File: src/hw/rtl/spm_pkg.sv
// Shared types and constants of the sample playback mixer.
`default_nettype none
package spm_pkg;
    localparam int SPM_NUM_CHANNELS = 4;
    localparam int SPM_ADDR_BITS    = 16;
    localparam int SPM_POS_W        = 24;
    localparam int SPM_RATE_W       = 17;
    localparam logic [SPM_RATE_W-1:0] SPM_RATE_RESET = 17'd44100;

    typedef enum logic [2:0] {
        FN_TICK    = 3'd0,
        FN_PLAY    = 3'd1,
        FN_STOP    = 3'd2,
        FN_VOL     = 3'd3,
        FN_STOPALL = 3'd4,
        FN_WRITE   = 3'd5
    } func_t;

    typedef enum logic [2:0] {
        ST_IDLE,
        ST_DIV,
        ST_RD1,
        ST_RD2,
        ST_MUL,
        ST_ACC,
        ST_FIN
    } state_t;

    // one channel's playback record
    typedef struct packed {
        logic                 active;
        logic [7:0]           volume;
        logic [SPM_POS_W-1:0] pos;
        logic [SPM_POS_W-1:0] step;
        logic [15:0]          start;
        logic [15:0]          len;
        logic [15:0]          lstart;
        logic [15:0]          llen;
    } chan_rec_t;

    typedef struct packed {
        logic shift;
        logic load;
        logic stop;
        logic set_vol;
    } cell_ctl_t;
endpackage
`default_nettype wire

File: src/hw/rtl/spm_cell.sv
// One channel cell of the rotating channel ring.
`default_nettype none
module spm_cell (
    input  wire logic              clk,
    input  wire logic              rst_n,
    input  wire spm_pkg::cell_ctl_t ctl,
    input  wire spm_pkg::chan_rec_t shift_in,
    input  wire spm_pkg::chan_rec_t load_rec,
    input  wire logic [7:0]        vol,
    output spm_pkg::chan_rec_t     rec
);
    import spm_pkg::*;

    chan_rec_t rec_reg;

    always_ff @(posedge clk or negedge rst_n)
    begin
        if (!rst_n)
        begin
            rec_reg <= '0;
        end
        else
        begin
            priority if (ctl.shift)
            begin
                rec_reg <= shift_in;
            end
            else if (ctl.load)
            begin
                rec_reg <= load_rec;
            end
            else if (ctl.stop)
            begin
                rec_reg.active <= 1'b0;
            end
            else if (ctl.set_vol)
            begin
                rec_reg.volume <= vol;
            end
        end
    end

    assign rec = rec_reg;
endmodule
`default_nettype wire

File: config.mk
export PLATFORM = sky130hd
export DESIGN_NAME = spm_cell
export DESIGN_NICKNAME = d
export VERILOG_FILES = /design/src/hw/rtl/spm_pkg.sv /design/src/hw/rtl/spm_cell.sv
export SDC_FILE = /design/constraint.sdc
export NUM_CORES = 1
export LEC_CHECK = 0
export BUFFER_PORTS_ARGS = -buffer_cell sky130_fd_sc_hd__buf_2
export CORE_AREA = 2 2 148 150
export CTS_BUF_LIST = sky130_fd_sc_hd__clkbuf_4 sky130_fd_sc_hd__clkbuf_8
export CTS_CLUSTER_DIAMETER = 100
export CTS_CLUSTER_SIZE = 12
export DETAILED_ROUTE_END_ITERATION = 8
export DIE_AREA = 0 0 150 152
export HOLD_SLACK_MARGIN = 0.12
export PLACE_DENSITY = 0.63
export SETUP_SLACK_MARGIN = 0.2
export SLEW_MARGIN = 25
export SYNTH_ARGS = -nofsm -noshare
export SYNTH_HDL_FRONTEND = slang
export SYNTH_SLANG_ARGS = --single-unit
File: constraint.sdc
create_clock -name clk -period 1 [get_ports clk]
set_clock_uncertainty 0.1 [all_clocks]
set_input_delay 0.05 -clock clk [delete_from_list [all_inputs] [get_ports clk]]
set_output_delay 0.05 -clock clk [all_outputs]
set_load 0.03 [all_outputs]
======== Word level (Yosys, flattened, before mapping) ========
Index checks and enable logic that the tools add are counted.
operators by class
  multiplexer cells ....................... 6
  eq/ne operators ......................... 1
  reduce and logical (&&, ||, !) cells .... 4
operators with widths
  cell                                           number
  2-to-1 mux 121 bit                             1
  2-to-1 mux 112 bit                             1
  2-to-1 mux 8 bit                               2
  2-to-1 mux 9 bit                               1
  nonzero test 3 bit                             2
  != test 3 x 1 -> 1 bit, second input constant  1
  AND reduction 2 bit                            1
  nonzero test 2 bit                             1
  2-to-1 mux 1 bit                               1
storage, ports and cells
  input bits .............................. 256
  word-level logic and storage cells ...... 19
  register bits ........................... 121
  output and inout port bits .............. 121

======== Longest topological paths before layout ========
  depth in word-level cells ............... 4
  gate-level depth with buffers ........... 5
  gate-level depth less buffers ........... 3

======== Least setup slack after synthesis ========
No wires, ideal clock.
  kind .................................... in2reg
  start point ............................. input port ctl[2] in the netlist's numbering
  end point ............................... register rec_reg, in the netlist rec[112]
  setup time .............................. 0.143 ns
  stages .................................. 5
  path slack .............................. -0.051 ns
  data required time ...................... 0.757 ns
  path buffers ............................ 2
  arrival time ............................ 0.808 ns
  path through ............................ buf_6 > buf_6 > mux2_2 > mux2i_1 > mux2i_1
on the way
  word-level cells in the longest chain between the ends .. 2
  elaborated cells on any way between the ends .. 5
  those cells by class .................... 1 x eq/ne; 2 x mux; 2 x reduce/logical
ends and longest elaborated chain
  what                                                                        line            RTL
  start: declaration                                                          spm_cell.sv:6   input wire spm_pkg::cell_ctl_t ctl,
  != test 3 x 1 -> 1 bit (no line) (tied with other cells)                    n/a
  AND reduction 2 bit (no line) / 2-to-1 mux 121 bit (equally long branches)  n/a
  end signal: assignment                                                      spm_cell.sv:26  rec_reg <= shift_in;
  end signal: assignment                                                      spm_cell.sv:30  rec_reg <= load_rec;
  end: declaration                                                            spm_cell.sv:14  chan_rec_t rec_reg;
Parallel ways exist; a longest one is shown, timed or not.
A chain may end at the register's enable or synchronous reset.

======== Worst setup path after layout ========
  start point ............................. input port ctl[1] in the netlist's numbering
  end point ............................... register rec_reg, in the netlist rec[119]
on the way
  word-level cells in the longest chain between the ends .. 2
ends and longest elaborated chain
  what
  != test 3 x 1 -> 1 bit (no line)
  AND reduction 2 bit (no line)
Every way passes these cells.

==> impl_metrics.toml <==
[global_routing]
use_met2_pct = 36.75
grt-busiest-layer = "met2"
overflow = 0
gr-usage-all-layers_pct = 21.36
grt_first_pass_wirelength_um = 37960
use_met3_pct = 7.057
grt_use_met1_pct = 23.13
grt_pass1_vias = 7367
antenna_found_initial = 3
grt_max_degree = 43

[timing]
hold_viol = 16
setup_violations = 230
slew_violations = 0
fin_crit_ns = 1.220
timing.fmax_ghz = 0.8196
max_slew_margin_pct = 51.29
setup_ws_ns = -0.2201
rsz0062_at_grt = "yes"
finalCritPeriodShare_pct = 122.0
max_slew.worst_pin.slew_ns = 0.7282
whs_ns = -0.09212

[cts]
ctsHtreeMaxLevel = 4
clock_path_buffers = 2
cts_tree = "built"
clock_latency_ns = 0.43
clock_sink_count = 121
cts-root-buf = "clkbuf_8"
clkTransAtPathRegs_ns = 0.08
cts_made_buffers = 17

[worst_setup_path]
crit_fanout = 8
end_kind = "flip-flop"
path_class = "in -> reg"
startpoint_type = "primary input"
worstPathArrival_ns = 1.46
critPathRequiredTime_ns = 1.24

[power]
p_leak_nw = 6.098
pwr_density_cell_nw_per_um2 = 1318
totalPowerFinal_w = 0.01638
ir_drop_uv = 618.0

[placed_design]
numPortBuffers = 376
placed_cells = 1184
pre_cts_ws_ns = -0.1450
dpl.hpwl_um = 14130
place_congestion = 0.8073

[synthesis]
syn_area_um2 = 5725
synthTopCellsByArea = "dfrtp_1 53%, mux2i_1 22%, o21ai_0 9.9%, nand2_1 7.4%, buf_6 2.8%"
avgSynthCellArea_um2 = 10.70
synth_cell_type_count = 14
synth_top_area_cell = "dfrtp_1"
synth_top_area_share_pct = 52.88
synth-seq-area-share_pct = 52.88
synth_warnings = 0
syn_inst = 535
synth_seq_cells = 121
syn_nets = 791

[outcome]
violations = "hold timing, setup timing"
run_status = "finished, violations left"

[die]
die_x_um = 150
rows = 54
dieArea_um2 = 22800
die_h_um = 152
coreArea_um2 = 21350
initial_utilization_pct = 26.82
ioPinCount = 377

[cells_and_area]
final_cells = 1512
nNetsFinal = 1473
largest_reg_flops = 121
syn_to_final_growth_pct = 117.1
fin_util_pct = 58.22
drive_above_1_share_pct = 47.56

[routing]
avgRoutedWirePerCell_um = 17.52
ant_nets = 0
wirelength_um = 26490
via_per_inst = 4.653
drc_errors = 0
vias = 7035
dr.pass1.iters = 6
dr.first_iter.drc_count = 234

[flow_run]
max_cap_violations = 0

[worst_hold_path]
min_path_type = "in -> reg"
## cells in the mapped netlist, drive strengths merged
cell,count
mux2i,128
dfrtp,121
nand2,113
o21ai,113
buf,36
inv,9
mux2,8
clkbuf,4
a211oi,1
a22oi,1
nor2,1
## kinds of logic after synthesis
family | count (synthesis) | share of synthesized area, %
mux | 136 | 23.95
flops | 121 | 52.88
compound gates | 115 | 10.36
simple gates | 114 | 7.474
buf+inv | 49 | 5.332
## cell usage in the layout, fill, tap and decap left out, drive strengths merged
cell and count:
mux2 8, o21ai 113, a211oi 1, bufinv 5, diode 2, clkbuf 21, inv 9, mux2i 128
dlygate4sd3 239, dfrtp 121, clkinvlp 1, a22oi 1, buf 464, nor2 1, nand2 113, clkinv 5
## metrics by stage
stage          cell area (um^2)  setup TNS (ns)
3_5_place_dp               8188          -7.761
2_1_floorplan              5862        -0.04083
3_3_place_gp               8188          -4.927
6_report                  12430          -24.23
5_1_grt                   12430          -39.67
4_1_cts                   11930          -35.31
## power breakdown
part / leakage (nW) / internal (W) / switching, W / total, W
combinational: 4.47 / 0.00282 / 0.00247 / 0.00528
sequential: 1.39 / 0.00539 / 0.000414 / 0.00581
clock: 0.237 / 0.00316 / 0.00212 / 0.00529
total: 6.10 / 0.0114 / 0.00500 / 0.0164
## critical path, stage by stage
cell and delay, ns:
buf_2 0.07, dlygate4sd3_1 0.60, inv_2 0.07, a211oi_4 0.27, buf_12 0.18, mux2i_2 0.21
## per-layer routing
metal / vias up / wire [um]
met5: - / 0
li1: 3197 / -
met2: 371 / 13070
met4: 0 / 1143
met1: 3382 / 10020
met3: 85 / 2252
## timing repair
item / in CTS / in global routing
gates resized for setup: 359 / 52
hold buffers: 235 / 6
gates cloned: 0 / 0
endpoints found under the hold margin: 242 / 189
setup buffers: 20 / 35
setup endpoints to repair: 220 / 363
pin swaps: 16 / 30
## final cells by class
cell class / instances / area, um^2
clock inverter: 11 / 193.9
timing repair buffer: 703 / 5966
multi-input combinational: 365 / 2506
fill: 1609 / 8921
tap: 280 / 350.3
antenna: 2 / 5.005
clock buffer: 21 / 276.5
inverter: 9 / 33.78
sequential: 121 / 3098
## final timing paths
kind                          startpoint  endpoint  slack, ns  cells after the start
setup / recovery                  ctl[1]  rec[119]      -0.22                      6
hold / removal             shift_in[117]  rec[117]      -0.09                      3
setup reg to reg                 rec[66]   rec[66]      -0.10                      4
hold reg to reg                 rec[116]  rec[116]       0.45                      2
min in group asynchronous          rst_n  rec[119]       0.12                      3
max in group asynchronous          rst_n   rec[37]      -0.13                      3
Note: power is estimated with default switching activity, not from simulation.
