## src/hw/rtl/spm_pkg.sv

```systemverilog
// Shared types and constants of the sample playback mixer.
`default_nettype none
package spm_pkg;
    localparam int SPM_NUM_CHANNELS = 4;
    localparam int SPM_ADDR_BITS    = 16;
    localparam int SPM_POS_W        = 24;
    localparam int SPM_RATE_W       = 17;
    localparam logic [SPM_RATE_W-1:0] SPM_RATE_RESET = 17'd44100;

    typedef enum logic [2:0] {
        FN_TICK    = 3'd0,
        FN_PLAY    = 3'd1,
        FN_STOP    = 3'd2,
        FN_VOL     = 3'd3,
        FN_STOPALL = 3'd4,
        FN_WRITE   = 3'd5
    } func_t;

    typedef enum logic [2:0] {
        ST_IDLE,
        ST_DIV,
        ST_RD1,
        ST_RD2,
        ST_MUL,
        ST_ACC,
        ST_FIN
    } state_t;

    // one channel's playback record
    typedef struct packed {
        logic                 active;
        logic [7:0]           volume;
        logic [SPM_POS_W-1:0] pos;
        logic [SPM_POS_W-1:0] step;
        logic [15:0]          start;
        logic [15:0]          len;
        logic [15:0]          lstart;
        logic [15:0]          llen;
    } chan_rec_t;

    typedef struct packed {
        logic shift;
        logic load;
        logic stop;
        logic set_vol;
    } cell_ctl_t;
endpackage
`default_nettype wire

```

## src/hw/rtl/spm_div.sv

```systemverilog
// Restoring divider for the channel step, one quotient bit per cycle.
`default_nettype none
module spm_div (
    input  wire logic                           clk,
    input  wire logic                           rst_n,
    input  wire logic                           start,
    input  wire logic [spm_pkg::SPM_POS_W-1:0]  dividend,
    input  wire logic [spm_pkg::SPM_RATE_W-1:0] divisor,
    output logic                                done,
    output logic [spm_pkg::SPM_POS_W-1:0]       quotient
);
    import spm_pkg::*;

    logic                  busy_reg, busy_next;
    logic [4:0]            cnt_reg, cnt_next;
    logic [SPM_POS_W-1:0]  q_reg, q_next;
    logic [SPM_RATE_W-1:0] rem_reg, rem_next;
    logic [SPM_RATE_W-1:0] div_reg;
    logic [SPM_RATE_W:0]   trial;
    logic                  zero_div;

    assign trial    = {rem_reg, q_reg[SPM_POS_W-1]};
    assign zero_div = (div_reg == '0);

    always_comb
    begin
        busy_next = busy_reg;
        cnt_next  = cnt_reg;
        q_next    = q_reg;
        rem_next  = rem_reg;
        if (start)
        begin
            busy_next = 1'b1;
            cnt_next  = '0;
            q_next    = dividend;
            rem_next  = '0;
        end
        else if (busy_reg)
        begin
            if (trial >= {1'b0, div_reg})
            begin
                rem_next = SPM_RATE_W'(trial - {1'b0, div_reg});
                q_next   = {q_reg[SPM_POS_W-2:0], 1'b1};
            end
            else
            begin
                rem_next = trial[SPM_RATE_W-1:0];
                q_next   = {q_reg[SPM_POS_W-2:0], 1'b0};
            end
            cnt_next = cnt_reg + 5'd1;
            if (cnt_reg == 5'(SPM_POS_W - 1))
            begin
                busy_next = 1'b0;
            end
        end
    end

    always_ff @(posedge clk or negedge rst_n)
    begin
        if (!rst_n)
        begin
            busy_reg <= 1'b0;
            cnt_reg  <= '0;
        end
        else
        begin
            busy_reg <= busy_next;
            cnt_reg  <= cnt_next;
        end
    end

    always_ff @(posedge clk)
    begin
        q_reg   <= q_next;
        rem_reg <= rem_next;
        if (start)
        begin
            div_reg <= divisor;
        end
    end

    assign done     = busy_reg && (cnt_reg == 5'(SPM_POS_W - 1));
    // a zero rate leaves the channel parked
    assign quotient = zero_div ? '0 : q_next;
endmodule
`default_nettype wire

```

## config.mk

```make
export PLATFORM = sky130hd
export DESIGN_NAME = spm_div
export DESIGN_NICKNAME = d
export VERILOG_FILES = /design/src/hw/rtl/spm_pkg.sv /design/src/hw/rtl/spm_div.sv
export SDC_FILE = /design/constraint.sdc
export NUM_CORES = 1
export LEC_CHECK = 0
export BUFFER_PORTS_ARGS = -buffer_cell sky130_fd_sc_hd__buf_2
export CAP_MARGIN = 10
export CORE_ASPECT_RATIO = 0.75
export CORE_MARGIN = 2
export CORE_UTILIZATION = 54
export CTS_CLUSTER_SIZE = 30
export DETAILED_ROUTE_END_ITERATION = 7
export GPL_TIMING_DRIVEN = 0
export PLACE_DENSITY = 0.75
export SLEW_MARGIN = 5
export SYNTH_ARGS = -nofsm -noshare
export SYNTH_HDL_FRONTEND = slang
export SYNTH_SLANG_ARGS = --single-unit
```

## constraint.sdc

```tcl
create_clock -name clk -period 3.3 [get_ports clk]
set_input_delay 0.165 -clock clk [delete_from_list [all_inputs] [get_ports clk]]
set_output_delay 0.165 -clock clk [all_outputs]
set_load 0.01 [all_outputs]
```

==> After elaboration in Yosys (flattened, before gate mapping) <==
Index checks and enable logic that the tools add are counted.
{ "totals": {"register_bits": 64, "input_bits": 44, "out_inout_bits": 25, "word_cells": 22} }
{ "classes": {"add_sub_neg": 2, "magnitude_cmp": 1, "eq_ne": 1, "n_mux": 10, "reduce_logical": 3} }
{ "ops": {"columns": ["op", "count"], "rows": [
  ["2-to-1 mux 24 bit", 3],
  [">= comparator 18 x 17 -> 1 bit", 1],
  ["zero test 17 bit", 1],
  ["2-to-1 mux 17 bit", 1],
  ["subtractor 17 bit", 1],
  ["2-to-1 mux 5 bit", 2],
  ["adder 5 x 1 -> 5 bit (second input constant)", 1],
  ["equality test 5 bit (second input constant)", 1],
  ["2-to-1 mux 1 bit", 4],
  ["nonzero test 2 bit", 1],
  ["logical AND 1 bit", 1]
]} }

==> Longest topological paths before layout <==
Gate-level depths: netlist of the first run.
{ "depth": {"depth_word": 5, "ltp_mapped": 11, "ltp_nobuf": 10} }

==> Least setup slack after synthesis of the first run <==
OpenSTA, ideal clock, no wires.
{ "synth_path": {"path_kind": "flip-flop to flip-flop", "start": "register div_reg[4]", "end": "register rem_reg[14]", "setup_time_ns": 0.120, "arrival_time_ns": 2.406, "required_time_ns": 3.180, "slack_ns": 0.774, "stages_incl_launch_ff": 11, "path_buffers": 1, "synth_period_minus_slack_ns": 2.526, "cell_sequence": "edfxtp_1 -> clkbuf_1 -> inv_1 -> ha_1 -> o211ai_1 -> a21oi_1 -> o21ai_0 -> nand2_1 -> a211oi_1 -> xnor2_1 -> a211o_1"} }
{ "synth_between": {"elab_chain_cells": 2, "word_cells_on_any_way": 3, "classes_between": "1 x add/sub; 1 x order compare; 1 x mux"} }
{ "synth_rtl": {"columns": ["item", "line_no", "text"], "rows": [
  ["start: declaration", "spm_div.sv:18", "logic [SPM_RATE_W-1:0] div_reg;"],
  ["start signal: assignment", "spm_div.sv:78", "div_reg <= divisor;"],
  ["subtractor 17 bit or >= comparator 18 x 17 -> 1 bit (tied branches)", "spm_div.sv:42, spm_div.sv:40", null],
  ["2-to-1 mux 17 bit (*)", "spm_div.sv:40", "if (trial >= {1'b0, div_reg})"],
  ["end signal: assignment", "spm_div.sv:75", "rem_reg <= rem_next;"],
  ["end: declaration", "spm_div.sv:17", "logic [SPM_RATE_W-1:0] rem_reg, rem_next;"]
]} }
Every way passes the cells marked *; elsewhere a longest branch is shown, timed or not.
A chain may end at the register's enable or synchronous reset.

==> Final worst setup path of the first run <==
{ "layout_path": {"start": "register div_reg[0]", "end": "output quotient[0] in the netlist's numbering"} }
{ "layout_between": {"elab_chain_cells": 5, "word_cells_on_any_way": 6, "classes_between": "1 x order compare; 4 x mux; 1 x reduce/logical"} }
{ "layout_rtl": {"columns": ["item", "line_no", "text"], "rows": [
  [">= comparator 18 x 17 -> 1 bit", "spm_div.sv:40", null],
  ["2-to-1 mux 1 bit", "spm_div.sv:40", null],
  ["2-to-1 mux 24 bit", "spm_div.sv:38", "else if (busy_reg)"],
  ["2-to-1 mux 24 bit", "spm_div.sv:31", "if (start)"],
  ["2-to-1 mux 24 bit (*)", "spm_div.sv:84", "assign quotient = zero_div ? '0 : q_next;"],
  ["end: declaration", "spm_div.sv:10", "output logic [spm_pkg::SPM_POS_W-1:0] quotient"]
]} }
Marked as above.

==> impl_metrics.json, run 1 <==
{
  "clkTransAtPathRegs_ns": 0.07,
  "postSynth.asyncResetShare_pct": 9.38,
  "drt_iter0_markers": 199,
  "ios": 69,
  "final_layout_size_suffix_gt1_share_pct": 19.1,
  "crit_start": "div_reg[0]$_DFFE_PP_",
  "setup_ws_ns": 0.231,
  "finalNonFillerCells": 586,
  "synth_area_per_cell_um2": 9.47,
  "place_congestion": 0.910,
  "wl_per_cell_um": 16.3,
  "synth_nets": 462,
  "dp.cells": 551,
  "antenna_found_initial": 0,
  "mostFrequentLayoutCell": "buf_2",
  "antenna_left": 0,
  "die_h_um": 76.5,
  "grt_use_total_pct": 25.9,
  "synthTopCellsByArea": "dfxtp_1 (22%), edfxtp_1 (14%), mux2i_1 (8.7%)",
  "critPathCaptureType": "primary output",
  "p_per_area_nw_per_um2": 403,
  "insertion_delay_ns": 0.34,
  "synth_cell_types": 56,
  "layout_common_cells": "buf_2 (69), dfxtp_1 (41), nand2_1 (40)",
  "route.detailed.drc": 0,
  "setup_violations": 0,
  "wirelength_mm": 9.53,
  "drt_pass1_iterations": 5,
  "overflow": 0,
  "die_area_um2": 7690,
  "pre_cts_ws_ns": 0.259,
  "critPathMaxFanout": 7,
  "fin_setup_tns_ns": 0,
  "antennaDiodeCount": 0,
  "power.total_uw": 1850,
  "hold_viol": 0,
  "p_leak_uw": 0.00218,
  "area_growth_pct": 21.6,
  "grt_max_degree": 22,
  "root_buffer": "clkbuf_8",
  "synthCells": 399,
  "fillCellCount": 554,
  "period_needed_ns": 3.07,
  "drv_cap": 0,
  "h-tree-depth": 3,
  "critPathArrivalTime_ns": 2.90,
  "vias_per_cell": 5.84,
  "yosysWarnings": 0,
  "num_vias": 3421,
  "syn-cell-area_um2": 3780,
  "drv_slew": 0,
  "ys_ff_latch": 64,
  "min_from": "dividend[8]",
  "start_kind": "register",
  "timing.fmax_mhz": 326,
  "final_nets": 560,
  "rsz0062_at_grt": "false",
  "status": "finished, final reports clean",
  "largest_reg_flops": 24,
  "crit_type": "reg2out",
  "port_buffers": 68,
  "crit_required_ns": 3.13,
  "ys_seq_area_share_pct": 39.2,
  "cts_buffers": 9,
  "floorplan.core_area_um2": 6800,
  "finalCritPeriodShare_pct": 93.0,
  "hold_class": "in2reg",
  "die_w_um": 101,
  "fp-row-count": 26,
  "peakVddDrop_mv": 0.321,
  "tightest_slew_ns": 0.855,
  "cts_tree": "built",
  "grt_pass1_wl_mm": 15.8,
  "relSlewSlack_pct": 42.5,
  "grt_pass1_vias": 3393,
  "cts_sinks": 64,
  "synth_largest_area_cell": "dfxtp_1",
  "skew_ns": 0.00639,
  "synth_top_area_share_pct": 21.7,
  "holdWs_ns": 0.0633,
  "dp_hpwl_mm": 7.00,
  "cts_buffer_depth": 2,
  "initial_utilization_pct": 55.6,
  "r2r-start": "div_reg[0]$_DFFE_PP_",
  "ys.flop_type": "dfxtp_1",
  "synth_edf_count": 17
}
==> Yosys cell counts, types with 2 or more instances <==
cell      instances
a211o_1           3
a211oi_1          8
a21boi_0          2
a21oi_1          11
a311oi_1          4
and2_1            2
and4b_1           2
buf_1             5
clkbuf_1         17
dfrtp_1           6
dfxtp_1          41
edfxtp_1         17
ha_1             18
inv_1            23
mux2i_1          33
nand2_1          40
nand2b_1          6
nand3_1           3
nand4_1           7
nand4b_1          3
nor2_1           25
nor2b_1           3
nor3_1            5
nor3b_1           2
nor4_1            4
o211ai_1          2
o21a_1            4
o21ai_0          37
o22ai_1           3
o41a_1           22
or2_2             2
xnor2_1          10
xor2_1            6
==> path summary, 6_finish.rpt <==
check,to,slack (ns),depth (start not counted)
setup / recovery,quotient[0],0.23,10
hold / removal,q_reg[8]$_DFF_P_,0.06,3
setup reg to reg,rem_reg[3]$_SDFFE_PP0P_,0.49,9
hold reg to reg,rem_reg[5]$_SDFFE_PP0P_,0.51,2
max in group asynchronous,busy_reg$_DFF_PN0_,2.98,2
min in group asynchronous,cnt_reg[3]$_DFFE_PN0P_,0.17,2
==> layout make-up <==
cell class / instances / area, um2 / share of cell area (%)
flip-flops and latches: 64 / 1480 / 32.2
repair buffers: 88 / 536 / 11.6
multi-input cells: 288 / 2110 / 46.0
well taps: 84 / 105 / 2.29
clock buffers: 11 / 131 / 2.86
inverters: 23 / 86.3 / 1.88
clock inverters: 5 / 48.8 / 1.06
plain buffers: 23 / 96.3 / 2.10
==> cells by family (layout without fill, tap and decap cells) <==
| family | count (synthesis) | after routing | share of synthesized area (%) |
|---|---|---|---|
| xor gates and xnor gates | 16 | 16 | 3.71 |
| muxes | 33 | 33 | 8.74 |
| DFF | 64 | 64 | 39.2 |
| adders and majority gates | 19 | 19 | 6.49 |
| buffers and inverters | 47 | 150 | 4.90 |
| AOI/OAI and AO/OA | 108 | 108 | 21.7 |
| and+or+nand+nor | 112 | 112 | 15.3 |
==> metal layers <==
layer  global-route usage, %  wire length [um]  up-vias
met5                       0                 0        -
met4                    6.44                55        0
met3                    7.80               614        4
met2                    39.6              4270      115
met1                    35.9              4590     1627
li1                        -                 -     1675
==> critical path: stages, from the launching register on <==
cell      delay [ns]
edfxtp_1        0.47
ha_1            0.26
fa_1            0.41
nand2b_1        0.18
a21oi_1         0.25
o21ai_1         0.18
nand4_4         0.17
nand3_1         0.11
a21boi_0        0.17
o22ai_1         0.18
buf_2           0.17
==> timing repair <==
action / in CTS / in global routing
hold endpoints to repair: 23 / 0
hold buffers: 18 / 0
setup buffers: 0 / 2
resized for setup: 0 / 3
setup endpoints to repair: 1 / 1
==> power breakdown <==
group	internal (uW)	leakage, uW	switching [uW]
sequential	859	0.000582	34.2
clock	343	0.0000945	306
combinational	144	0.00150	168
total	1350	0.00218	508
==> per-stage QoR <==
step	cell area (um2)	utilization [%]
floorplan	3780	-
global placement	4230	62.1
detailed placement	4230	62.1
CTS	4580	67.4
global route	4600	67.6
finish	4600	67.6
No activity file was read; power rests on OpenSTA's default activity.
==> inputs of run 2 (changes only) <==
--- a/config.mk
+++ b/config.mk
@@ -5,15 +5,15 @@
 export SDC_FILE = /design/constraint.sdc
 export NUM_CORES = 1
 export LEC_CHECK = 0
+export ABC_AREA = 1
 export BUFFER_PORTS_ARGS = -buffer_cell sky130_fd_sc_hd__buf_2
-export CAP_MARGIN = 10
 export CORE_ASPECT_RATIO = 0.75
 export CORE_MARGIN = 2
 export CORE_UTILIZATION = 54
 export CTS_CLUSTER_SIZE = 30
 export DETAILED_ROUTE_END_ITERATION = 7
 export GPL_TIMING_DRIVEN = 0
-export PLACE_DENSITY = 0.75
+export PLACE_DENSITY = 0.74
 export SLEW_MARGIN = 5
 export SYNTH_ARGS = -nofsm -noshare
 export SYNTH_HDL_FRONTEND = slang
==> impl_metrics.json, run 2 <==
{
  "status": "finished, final reports clean",
  "synthTopCellsByArea": "dfxtp_1 (21%), nand2_1 (17%), edfxtp_1 (13%)",
  "hold_viol": 0,
  "place_congestion": 0.928,
  "pre_cts_ws_ns": 1.09,
  "final_area_um2": 4770,
  "area_growth_pct": 21.3,
  "floorplan.core_area_um2": 6930,
  "yosys.area_share.adder_pct": 6.24,
  "drv_slew": 0,
  "cts_sinks": 64,
  "vias_per_cell": 5.04,
  "peakVddDrop_mv": 0.383,
  "place_area_um2": 4390,
  "critPathMaxFanout": 9,
  "crit_type": "reg2out",
  "dp_hpwl_mm": 7.46,
  "crit_required_ns": 3.13,
  "overflow": 0,
  "yosys.area_share.simple_pct": 33.9,
  "period_needed_ns": 2.61,
  "drv_cap": 0,
  "ios": 69,
  "internal_power_uw": 1820,
  "drt_iter0_markers": 248,
  "postSynth.asyncResetShare_pct": 9.38,
  "p_leak_uw": 0.00259,
  "synth_top_area_share_pct": 20.9,
  "p_per_area_nw_per_um2": 645,
  "yosysMostFrequentCell": "nand2_1",
  "tightest_slew_ns": 0.548,
  "grt_use_total_pct": 26.6,
  "start_kind": "register",
  "setup_ws_ns": 0.693,
  "synth_compound_area_share_pct": 7.45,
  "antenna_found_initial": 0,
  "clock_power_share_pct": 22.2,
  "synthCells": 559,
  "root_buffer": "clkbuf_8",
  "layout_common_cells": "nand2_1 (178), inv_1 (113), buf_2 (76)",
  "seqPwrFrac_pct": 33.1,
  "largest_reg_flops": 24,
  "critPathSlowestCell": "edfxtp_1",
  "setup_violations": 0,
  "die_area_um2": 7990,
  "port_buffers": 68,
  "critPathCaptureType": "primary output",
  "grt_max_degree": 22,
  "wl_per_cell_um": 12.9,
  "synth_nets": 622,
  "slowest_delay_ns": 0.42,
  "cp_top_family": "adder cells",
  "synth_cell_types": 37,
  "skew_ns": 0.00385,
  "syn-cell-area_um2": 3930,
  "ys_ff_latch": 64,
  "cts_buffer_depth": 2,
  "drt_pass1_iterations": 5,
  "relSlewSlack_pct": 63.5,
  "swShare_pct": 40.8,
  "synth_edf_count": 17,
  "hold_class": "in2reg",
  "initial_utilization_pct": 56.7,
  "wirelength_mm": 9.82,
  "cts_setup_buffers": 0,
  "timing.fmax_mhz": 384,
  "synth_commonest_cells": "nand2_1 (178), inv_1 (113), nor2_1 (42)",
  "die_w_um": 103,
  "route.detailed.drc": 0,
  "antenna_left": 0,
  "worstPathCellList": "ha_1 > fa_1 > inv_1 > nand3_1 > nand3_2 > nand2_4 > nand2_8 > nand2_1 > a21oi_1 > buf_2",
  "num_vias": 3824,
  "final_layout_size_suffix_gt1_share_pct": 16.6,
  "rsz0062_at_grt": "false",
  "synth_top_family_by_area": "simple AND/OR/NAND/NOR gates",
  "power.total_uw": 3080,
  "insertion_delay_ns": 0.34,
  "fp-row-count": 26,
  "ys_seq_area_share_pct": 37.7,
  "finalCritPeriodShare_pct": 79.0,
  "cts_buffers": 9,
  "h-tree-depth": 3,
  "grt_pass1_vias": 3508,
  "die_h_um": 77.9,
  "synthMuxAreaShare_pct": 0,
  "comb_power_share_pct": 44.8,
  "synth_xor_area_share_pct": 1.56,
  "switching_power_uw": 1260,
  "yosysWarnings": 0,
  "cts_tree": "built",
  "mostFrequentLayoutCell": "nand2_1",
  "worst-path-buf-inv": 2,
  "final_nets": 719,
  "synth_area_per_cell_um2": 7.03,
  "fin_setup_tns_ns": 0,
  "critPathArrivalTime_ns": 2.44,
  "antennaDiodeCount": 0,
  "synth_largest_area_cell": "dfxtp_1",
  "grt_pass1_wl_mm": 16.5,
  "ys.flop_type": "dfxtp_1",
  "clkTransAtPathRegs_ns": 0.07
}
## run 2: cell types whose count changed in the layout (fill, tap and decap cells not counted), sizes merged, moves of 8 or more
cell,delta
a211oi,-8
nand3,+31
o41a,-22
mux2i,-33
inv,+93
clkbuf,-13
o221ai,+22
nand2,+142
nor2,+21
o21ai,-37
nand3b,+14
## run 2: cells by family (layout without fill, tap and decap cells)
group,Yosys count,after routing
buffers and inverters,130,232
XOR/XNOR,7,7
flip-flops,64,64
AO/OA/AOI/OAI,40,40
adder cells (fa/ha/maj),19,19
AND/OR/NAND/NOR,299,299
## run 2: metal layers
layer | up-vias | GRT usage (%) | part of all wire (%)
li1 | 1964 | - | -
met1 | 1725 | 39.4 | 49
met2 | 123 | 38.2 | 42
met3 | 12 | 5.86 | 7.5
met4 | 0 | 8.93 | 1.2
met5 | - | 0 | 0
## run 2: area by class of cell
class                      count  area (um2)
fill                         612        2160
buffer                        16        88.8
multi-input combinational    365        1930
tap                           98         123
inverter                     114         428
clock inverter                 7        70.1
timing repair buffer          86         520
sequential                    64        1480
clock buffer                   9         124
## run 2: power groups by stage
stage | clock network, uW | logic [uW] | registers, uW
after floorplan | 0 | 1030 | 1010
after detailed placement | 0 | 1340 | 1030
after CTS | 692 | 1360 | 1010
after global routing | 727 | 1570 | 1030
final | 682 | 1380 | 1020
after global placement | 0 | 1320 | 1030
## run 2: through the flow
step	hold WS [ns]	util, %	instances
floorplan	-0.131	-	559
CTS	0.0327	68.8	759
global route	0.0370	68.8	759
global placement	-0.00455	63.4	725
detailed placement	-0.00432	63.4	725
finish	0.0479	68.8	759
## run 2: final timing paths
check	start	endpoint	slack [ns]	depth (start not counted)
setup / recovery	div_reg[0]$_DFFE_PP_	quotient[0]	0.69	10
hold / removal	dividend[18]	q_reg[18]$_DFF_P_	0.05	3
setup reg to reg	div_reg[9]$_DFFE_PP_	rem_reg[9]$_SDFFE_PP0P_	1.21	13
hold reg to reg	rem_reg[16]$_SDFFE_PP0P_	rem_reg[16]$_SDFFE_PP0P_	0.46	2
max in group asynchronous	rst_n	busy_reg$_DFF_PN0_	2.96	2
min in group asynchronous	rst_n	cnt_reg[4]$_DFFE_PN0P_	0.20	2
## run 2: repair_timing
item	CTS	global route
hold buffers	18	0
gates resized for setup	0	0
endpoints found under the hold margin	23	0
## run 2: worst min-delay path: stages
cell	delay, ns
buf_2	0.07
nand2_1	0.04
o221ai_1	0.07
==> inputs of run 3 (changes only) <==
==> constraint.sdc (replaced) <==
create_clock -name clk -period 2.55 [get_ports clk]
set_input_delay 0.1275 -clock clk [delete_from_list [all_inputs] [get_ports clk]]
set_output_delay 0.1275 -clock clk [all_outputs]
set_load 0.01 [all_outputs]
==> impl_metrics.json, run 3 (synthesis gave the netlist of run 2 again) <==
{
  "period_needed_ns": 2.42,
  "hold_class": "in2reg",
  "final_nets": 724,
  "ios": 69,
  "drt_iter0_markers": 248,
  "rsz0062_at_grt": "false",
  "p_leak_uw": 0.00261,
  "crit_path_frequent_cell": "nand2_1",
  "mostFrequentLayoutCell": "nand2_1",
  "grt_pass1_vias": 3501,
  "critPathCaptureType": "primary output",
  "timing.fmax_mhz": 413,
  "dp_hpwl_mm": 7.46,
  "worstPathCellList": "inv_1 > ha_1 > nand2_1 > nor2_2 > nand4_1 > nand2_1 > nor2_4 > nand2_8 > nand2_2 > a21oi_1 > buf_2",
  "critPathArrivalTime_ns": 2.29,
  "critPathSlowestCell": "ha_1",
  "worst-path-buf-inv": 2,
  "wirelength_mm": 9.95,
  "wl_per_cell_um": 13.0,
  "finalCritPeriodShare_pct": 94.9,
  "pre_cts_ws_ns": 0.376,
  "antennaDiodeCount": 0,
  "drt_pass1_iterations": 4,
  "ff2ff_path_depth": 14,
  "place_congestion": 0.928,
  "antenna_left": 0,
  "port_buffers": 68,
  "insertion_delay_ns": 0.35,
  "cp_top_family": "simple AND/OR/NAND/NOR gates",
  "cts_buffer_depth": 2,
  "floorplan.core_area_um2": 6930,
  "route.detailed.drc": 0,
  "vias_per_cell": 5.01,
  "reg2reg_to": "rem_reg[9]$_SDFFE_PP0P_",
  "die_area_um2": 7990,
  "r2r-start": "div_reg[9]$_DFFE_PP_",
  "tightest_slew_ns": 0.561,
  "h-tree-depth": 3,
  "start_kind": "register",
  "crit_type": "reg2out",
  "area_growth_pct": 22.6,
  "relSlewSlack_pct": 62.6,
  "wl_met2_mm": 4.15,
  "p_per_area_nw_per_um2": 837,
  "grt_pass1_wl_mm": 16.5,
  "min_from": "dividend[13]",
  "cts_buffers": 9,
  "overflow": 0,
  "grt_use_total_pct": 26.6,
  "die_w_um": 103,
  "fillCellCount": 607,
  "drv_slew": 0,
  "dp.cells": 725,
  "num_vias": 3827,
  "fp-row-count": 26,
  "drt-met1-wl_mm": 5.03,
  "final_layout_size_suffix_gt1_share_pct": 17.9,
  "initial_utilization_pct": 56.7,
  "r2r_setup_slack_ns": 0.35,
  "critPathMaxFanout": 9,
  "holdWs_ns": 0.00889,
  "largest_reg_flops": 24,
  "setup_ws_ns": 0.130,
  "grt_max_degree": 22,
  "skew_ns": 0.00408,
  "die_h_um": 77.9,
  "root_buffer": "clkbuf_8",
  "clkTransAtPathRegs_ns": 0.08,
  "antenna_found_initial": 0,
  "top_layer": "met4",
  "layout_common_cells": "nand2_1 (177), inv_1 (112), buf_2 (76)",
  "crit_required_ns": 2.42,
  "power.total_uw": 4030,
  "slowest_delay_ns": 0.38,
  "whs_path_depth": 3,
  "drv_cap": 0,
  "finalNonFillerCells": 764,
  "met3_length_um": 622,
  "fin_setup_tns_ns": 0,
  "cts_sinks": 64,
  "hold_viol": 0,
  "peakVddDrop_mv": 0.509,
  "status": "finished, final reports clean",
  "cts_tree": "built",
  "min_to": "q_reg[13]$_DFF_P_",
  "setup_violations": 0
}
-- run 3: cell types whose count changed in the layout (fill, tap and decap cells not counted), sizes merged --
cell,delta
buf,+4
dlygate4sd3,+1
-- run 3: per-stage QoR --
step | instance area (um2) | utilization (%)
final | 4820 | 69.5
after global routing | 4820 | 69.5
after CTS | 4780 | 69.0
after detailed placement | 4390 | 63.4
after global placement | 4390 | 63.4
after floorplan | 3930 | -
-- run 3: how the worst max path moves through the flow --
| stage | startpoint | end | slack, ns | depth (start not counted) |
|---|---|---|---|---|
| floorplan | div_reg[0]$_DFFE_PP_ | quotient[0] | 0.66 | 9 |
| global placement | div_reg[0]$_DFFE_PP_ | quotient[0] | 0.38 | 10 |
| detailed placement | div_reg[0]$_DFFE_PP_ | quotient[0] | 0.38 | 10 |
| CTS | div_reg[0]$_DFFE_PP_ | quotient[0] | 0.05 | 10 |
| global route | div_reg[10]$_DFFE_PP_ | quotient[0] | 0.004 | 11 |
| finish | div_reg[10]$_DFFE_PP_ | quotient[0] | 0.13 | 11 |
-- run 3: cell type report --
| cell class | instances | area (um2) | area share, % |
|---|---|---|---|
| plain buffers | 16 | 88.8 | 1.84 |
| clock buffers | 9 | 124 | 2.57 |
| multi-input cells | 365 | 1940 | 40.3 |
| clock inverters | 7 | 70.1 | 1.45 |
| repair buffers | 91 | 561 | 11.6 |
| inverters | 114 | 428 | 8.88 |
| flip-flops and latches | 64 | 1480 | 30.7 |
| well taps | 98 | 123 | 2.54 |
-- run 3: tightest hold or removal path, stage by stage --
cell and delay (ns):
buf_2 0.07, nand2_1 0.04, o221ai_1 0.07
-- run 3: repair_timing --
item	in CTS	in global routing
buffers inserted	0	4
setup endpoints to repair	1	1
hold endpoints to repair	24	0
pin swaps	0	2
resized for setup	1	4
hold buffers	19	0
-- run 3: layer usage --
metal  track usage (%)  vias to the layer above
met5                 0                        -
met4              8.93                        0
met3              5.86                       17
met2              38.3                      103
met1              39.4                     1729
li1                  -                     1978
-- run 3: report_power, final --
group / switching [uW] / internal, uW
sequential: 101 / 1220
clock: 435 / 451
combinational: 1110 / 722
total: 1640 / 2390
